$ cat src/sv/hermitian_bsr_sparse_dense_multiply_top_defines.svh
// assertion macros for the multiply block
`ifndef HERMITIAN_BSR_SPARSE_DENSE_MULTIPLY_TOP_DEFINES_SVH
`define HERMITIAN_BSR_SPARSE_DENSE_MULTIPLY_TOP_DEFINES_SVH

`define HBSR_ASSERT_IMP(label, clk, rst_n, ante, cons, msg) \
  label: assert property (@(posedge clk) disable iff (!rst_n) (ante) |-> (cons)) \
    else $error(msg);

`define HBSR_ASSERT_NXT(label, clk, rst_n, ante, cons, msg) \
  label: assert property (@(posedge clk) disable iff (!rst_n) (ante) |=> (cons)) \
    else $error(msg);

`endif

$ cat src/sv/hbsr_pkg.sv
package hbsr_pkg;

  localparam int MAX_BLOCK_ROWS    = 64;
  localparam int MAX_STORED_BLOCKS = 256;
  localparam int MAX_BLOCK_EDGE    = 4;
  localparam int MAX_DENSE_WIDTH   = 8;

  localparam int ENT_PER_BLK = MAX_BLOCK_EDGE * MAX_BLOCK_EDGE;
  localparam int DENSE_DEPTH = MAX_BLOCK_ROWS * MAX_BLOCK_EDGE * MAX_DENSE_WIDTH;
  localparam int BR_AW  = $clog2(MAX_BLOCK_ROWS);
  localparam int SB_AW  = $clog2(MAX_STORED_BLOCKS);
  localparam int ENT_AW = $clog2(MAX_STORED_BLOCKS * ENT_PER_BLK);
  localparam int DN_AW  = $clog2(DENSE_DEPTH);
  localparam int OFF_W  = $clog2(ENT_PER_BLK);
  localparam int DW_W   = $clog2(MAX_DENSE_WIDTH);
  localparam int EDGE_W = $clog2(MAX_BLOCK_EDGE);

  localparam logic [2:0] CMD_PTR   = 3'd0;
  localparam logic [2:0] CMD_BCOL  = 3'd1;
  localparam logic [2:0] CMD_ENTRY = 3'd2;
  localparam logic [2:0] CMD_X     = 3'd3;
  localparam logic [2:0] CMD_Y     = 3'd4;
  localparam logic [2:0] CMD_START = 3'd5;
  localparam logic [2:0] CMD_READ  = 3'd6;

  localparam logic [2:0] REG_ALPHA_RE = 3'd0;
  localparam logic [2:0] REG_ALPHA_IM = 3'd1;
  localparam logic [2:0] REG_BETA_RE  = 3'd2;
  localparam logic [2:0] REG_BETA_IM  = 3'd3;
  localparam logic [2:0] REG_EDGE     = 3'd4;
  localparam logic [2:0] REG_BRC      = 3'd5;
  localparam logic [2:0] REG_DW       = 3'd6;
  localparam logic [2:0] REG_ORDER    = 3'd7;

  typedef struct packed {
    logic [2:0]  command;
    logic [7:0]  slot;
    logic [8:0]  ptr_begin;
    logic [8:0]  ptr_end;
    logic [5:0]  block_column;
    logic [3:0]  entry_offset;
    logic [7:0]  row_number;
    logic [2:0]  column_number;
    logic signed [31:0] value_real;
    logic signed [31:0] value_imag;
  } in_item_t;

  typedef struct packed {
    logic        status;
    logic signed [31:0] result_real;
    logic signed [31:0] result_imag;
  } out_item_t;

  typedef struct packed {
    logic [2:0]  index;
    logic [31:0] data;
  } cfg_item_t;

  typedef struct packed {
    logic signed [31:0] re;
    logic signed [31:0] im;
  } cq_t;

  // complex multiply-accumulate unit opcodes
  typedef enum logic [1:0] {
    MU_MUL,     // r = a*b
    MU_MAC      // r = sat(c + a*b)
  } mu_op_t;

  typedef struct packed {
    logic   go;
    mu_op_t op;
    cq_t    a;
    cq_t    b;
    cq_t    c;
  } mu_req_t;

  typedef struct packed {
    logic done;
    cq_t  r;
  } mu_rsp_t;

  typedef enum logic [4:0] {
    S_IDLE,
    S_RESP,
    S_READ_WAIT,
    S_INIT_RD,
    S_INIT_WAIT,
    S_INIT_BY,
    S_INIT_AX,
    S_INIT_WR,
    S_ROW_RD,
    S_ROW_WAIT,
    S_BLK_RD,
    S_BLK_WAIT,
    S_ENT_RD,
    S_ENT_WAIT,
    S_TERM_ORIG,
    S_TERM_CONJ,
    S_COL_RD,
    S_COL_WAIT,
    S_UPD_I,
    S_UPD_I_WR,
    S_UPD_J_RD,
    S_UPD_J_WAIT,
    S_UPD_J,
    S_UPD_J_WR
  } state_t;

  function automatic logic signed [31:0] sat32(input logic signed [33:0] v);
    if (v > 34'sd2147483647) return 32'sh7fffffff;
    if (v < -34'sd2147483648) return 32'sh80000000;
    return v[31:0];
  endfunction

endpackage

$ cat src/sv/hbsr_cmul.sv
module hbsr_cmul (
  input  logic               clk,
  input  logic               rst_n,
  input  hbsr_pkg::mu_req_t  req,
  output hbsr_pkg::mu_rsp_t  rsp
);
  import hbsr_pkg::*;

  // one 32x32 product per cycle for the four partial products, then round and add
  logic [2:0]         step_r, step_nxt;
  mu_req_t            req_r, req_nxt;
  logic signed [63:0] prod_r;
  logic signed [63:0] p_rr_r, p_ii_r, p_ri_r, p_ir_r;
  logic signed [31:0] m_a, m_b;
  logic               busy_r, busy_nxt;
  logic signed [31:0] re_q, im_q;
  cq_t                res;

  function automatic logic signed [31:0] rnd_pair(input logic signed [63:0] p1,
                                                 input logic signed [63:0] p2);
    logic signed [65:0] s;
    logic signed [49:0] h;
    s = 66'(p1) + 66'(p2) + 66'sd32768;
    h = s[65:16];
    if (h > 50'sd2147483647) return 32'sh7fffffff;
    if (h < -50'sd2147483648) return 32'sh80000000;
    return h[31:0];
  endfunction

  always_comb begin
    case (step_r)
      3'd0:    begin m_a = req_r.a.re; m_b = req_r.b.re; end
      3'd1:    begin m_a = req_r.a.im; m_b = req_r.b.im; end
      3'd2:    begin m_a = req_r.a.re; m_b = req_r.b.im; end
      default: begin m_a = req_r.a.im; m_b = req_r.b.re; end
    endcase
  end

  always_comb begin
    busy_nxt = busy_r;
    step_nxt = step_r;
    req_nxt  = req_r;
    if (req.go) begin
      busy_nxt = 1'b1;
      step_nxt = '0;
      req_nxt  = req;
    end else if (busy_r) begin
      step_nxt = step_r + 3'd1;
      if (step_r == 3'd4) begin
        busy_nxt = 1'b0;
      end
    end
  end

  always_ff @(posedge clk) begin
    if (!rst_n) begin
      busy_r <= 1'b0;
      step_r <= '0;
    end else begin
      busy_r <= busy_nxt;
      step_r <= step_nxt;
    end
    req_r  <= req_nxt;
    prod_r <= m_a * m_b;
    if (busy_r) begin
      case (step_r)
        3'd1:    p_rr_r <= prod_r;
        3'd2:    p_ii_r <= prod_r;
        3'd3:    p_ri_r <= prod_r;
        default: p_ir_r <= prod_r;
      endcase
    end
  end

  assign re_q = rnd_pair(p_rr_r, -p_ii_r);
  assign im_q = rnd_pair(p_ri_r, p_ir_r);

  always_comb begin
    if (req_r.op == MU_MAC) begin
      res.re = sat32(34'(req_r.c.re) + 34'(re_q));
      res.im = sat32(34'(req_r.c.im) + 34'(im_q));
    end else begin
      res.re = re_q;
      res.im = im_q;
    end
  end

  // result and done are valid together, once the last product is registered
  logic done_r;
  always_ff @(posedge clk) begin
    if (!rst_n) begin
      done_r <= 1'b0;
    end else begin
      done_r <= busy_r && step_r == 3'd4 && !req.go;
    end
  end

  assign rsp.done = done_r;
  assign rsp.r    = res;
endmodule
$ cat config.mk
export PLATFORM = sky130hd
export DESIGN_NAME = hbsr_cmul
export DESIGN_NICKNAME = d
export VERILOG_FILES = /design/src/sv/hermitian_bsr_sparse_dense_multiply_top_defines.svh /design/src/sv/hbsr_pkg.sv /design/src/sv/hbsr_cmul.sv
export SDC_FILE = /design/constraint.sdc
export NUM_CORES = 2
export LEC_CHECK = 0
export ABC_AREA = 1
export BUFFER_PORTS_ARGS = -buffer_cell sky130_fd_sc_hd__buf_2
export CAP_MARGIN = 5
export CORE_UTILIZATION = 60
export DETAILED_ROUTE_END_ITERATION = 12
export GPL_TIMING_DRIVEN = 0
export PLACE_DENSITY = 0.78
export SYNTH_ARGS = -nofsm -noshare
export SYNTH_HDL_FRONTEND = slang
export SYNTH_SLANG_ARGS = --single-unit
$ cat constraint.sdc
create_clock -name clk -period 11.8 [get_ports clk]
set_input_delay 2.36 -clock clk [delete_from_list [all_inputs] [get_ports clk]]
set_output_delay 2.36 -clock clk [all_outputs]
set_load 0.01 [all_outputs]
==> reports/metrics.cfg <==
[outcome]
status = complete, but fails checks
violations = max-capacitance violations, max-slew violations

[timing]
fin_crit_ps = 11620
finalHoldViolations = 0
setup_viol = 0
rsz0062_at_grt = yes
maxSlewViolCount = 8
finClkSkew_ps = 34.10
slew_headroom_pct = -10.21
finalCritPeriodShare_pct = 98.44
timing.fmax_mhz = 86.09
tns_ps = 0
tightest_slew_ps = 1642

[placed_design]
hpwlAfterDp_um = 206000
gp_congestion = 1.059
dp.cells = 10450
place_area_mm2 = 0.07487
portBuffers = 261

[floorplan]
die_w_um = 346.8
io_pins = 262
start_util_pct = 60.48
die_y_um = 346.8
row_count = 126
core_area_mm2 = 0.1179
dieArea_mm2 = 0.1202

[logic_synthesis]
ys_seq_area_share_pct = 20.89
ys.flop_type = edfxtp_1
yosysUniqueCellTypes = 63
async_flop_share_pct = 0
syn-instance-count = 8627
ys_ff_latch = 519
synth_edf_count = 450
syn_area_mm2 = 0.07131
syn-num-nets = 10410
yosysWarningCount = 0
syn_avg_cell_area_um2 = 8.266

[flow_run]
drv_cap = 1

[detailed_routing]
wl_per_cell_um = 23.07
dr.pass1.iters = 8
viasPerCell = 5.582
routed_wl_um = 243900
drc = 0
vias = 59010
drtIter0Drc = 5136
antenna_left = 0

[grt]
antenna_found_initial = 5
grt_usage_pct = 40.90
overflow = 0
first_global_vias = 60880
gr-usage-met3_pct = 9.499
grt_pass1_wl_um = 362400
grtUsageMet1_pct = 47.23
grt_max_degree = 111
use_met2_pct = 66.86
grt-busiest-layer = met2

[setup_path]
path_class = reg2reg
crit_start = step_r[0]
critical-path-max-stage-delay_ps = 750
r2r_cells = 36
cp.required_ps = 12370
cp_max_fo = 10
rr_endpoint = prod_r[50]
rr_startpoint = step_r[0]
crit_arrival_ps = 12190
worstSetupEndpointType = flop
crit_slowest_cell = buf_1
worstSetupEndpoint = prod_r[50]
crit_top_cell = fa_1
start_kind = flop
rrSetupSlack_ps = 180

[clock_tree]
cts-htree-levels = 2
clockRootBuffer = clkbuf_16
cts_buffer_depth = 3
numCtsBuffers = 54
clock_sinks = 519
tritoncts = built
clk_latency_ps = 690
clk_pin_slew_ps = 60

[cells_and_area]
fill_cells = 9952
drive_gt1_share_pct = 8.108
nNetsFinal = 10770
multi_input_area_mm2 = 0.04845
syn_to_final_growth_pct = 8.162
fin_cells = 10570
final_area_mm2 = 0.07714
register_area_mm2 = 0.01489

[hold_path]
hp-start = prod_r[3]
min_path_type = reg2reg

## cell usage after synthesis, drive strengths merged (26+ instances only)
master     n  area share (%)
nand4     42            0.38
nor4      40            0.41
edfxtp   450              19
o21bai    41            0.43
nor2     703             3.9
nand2   2492              14
xnor2     80            0.98
xor2     174             2.2
a21oi    287             2.0
nand3    145             1.1
a31oi     26            0.23
o21ai    196             1.4
fa      1085              30
nor3      68            0.60
buf       44            0.56
ha       505             8.9
dfxtp     69             1.9
clkbuf   167            0.88
inv     1897              10
## worst max-delay path: cells and delay by family (launching register included)
family	cells	cell delay, ps
adders and majority gates	10	4720
AOI/OAI and AO/OA	9	3500
buffers and inverters	11	2190
DFF	1	400
and+or+nand+nor	6	690
## worst min-delay path by stage
stage / to / slack [ps] / cells after the start
6_report: p_rr_r[3] / 510 / 0
3_3_place_gp: done_r / 470 / 2
2_1_floorplan: p_ii_r[0] / 440 / 0
4_1_cts: p_rr_r[1] / 500 / 0
3_5_place_dp: done_r / 490 / 2
5_1_grt: p_rr_r[1] / 510 / 0
## sequential cells by signal (all words and copies together) (netlist names)
name	flops
step_r	3
p_rr_r	64
busy_r	1
p_ir_r	64
done_r	1
p_ri_r	64
prod_r	64
p_ii_r	64
req_r	194
## cell families (layout without fill, tap and decap cells)
family | count (synthesis) | after routing | synth area share, %
AO/OA/AOI/OAI | 618 | 618 | 4.835
adder cells (fa/ha/maj) | 1590 | 1590 | 39.32
other | 0 | 7 | 0
XOR/XNOR | 254 | 254 | 3.156
AND/OR/NAND/NOR | 3523 | 3523 | 20.27
multiplexers | 3 | 3 | 0.04211
buffers and inverters | 2120 | 2521 | 11.49
flip-flops | 519 | 519 | 20.89
## placed cells by master, fill, tap and decap left out, drive strengths merged, types with 42 or more instances in the layout
master and n:
nand2 2492, a21oi 287, fa 1085, clkbuf 239, nand3 145, dfxtp 69
edfxtp 450, xnor2 80, o21ai 196, ha 505, buf 347, nand4 42
nor2 703, nor3 68, inv 1900, xor2 174
## per-stage QoR
stage | hold slack, ps | utilization [%] | setup WS [ps]
after CTS | 504.2 | 65.13 | 14.67
after global routing | 511.8 | 65.40 | -54.70
final | 509.1 | 65.41 | 184.2
after global placement | 469.3 | 63.21 | -1413
after floorplan | 438.3 | - | 2946
after detailed placement | 487.7 | 63.49 | -299.8
## layout make-up
cell class              count  share of cell area, %
clock inverters            26                 0.4201
repair buffers            301                  2.232
inverters                1909                  9.304
flip-flops and latches    519                  19.31
multi-input cells        5988                  62.82
plain buffers             210                  1.348
well taps                1536                  2.492
diodes                      7                0.02271
clock buffers              75                  2.055
## what timing repair did
| action | 4_1_cts | 5_1_grt |
|---|---|---|
| buffers inserted | 0 | 12 |
| hold buffers | 0 | 0 |
| gates resized for setup | 10 | 67 |
| endpoints found under the setup margin | 37 | 40 |
| pin swaps | 0 | 10 |
| gates cloned | 0 | 0 |
## layer usage
metal  share of wire (%)  vias to the layer above
met2                  46                     3092
met1                  36                    28330
met3                 9.3                      822
li1                    -                    26770
met5               0.010                        -
met4                 9.1                        4
Power is not shown: default switching activity piles up to over one toggle a cycle in this logic, so the estimate is an artifact.
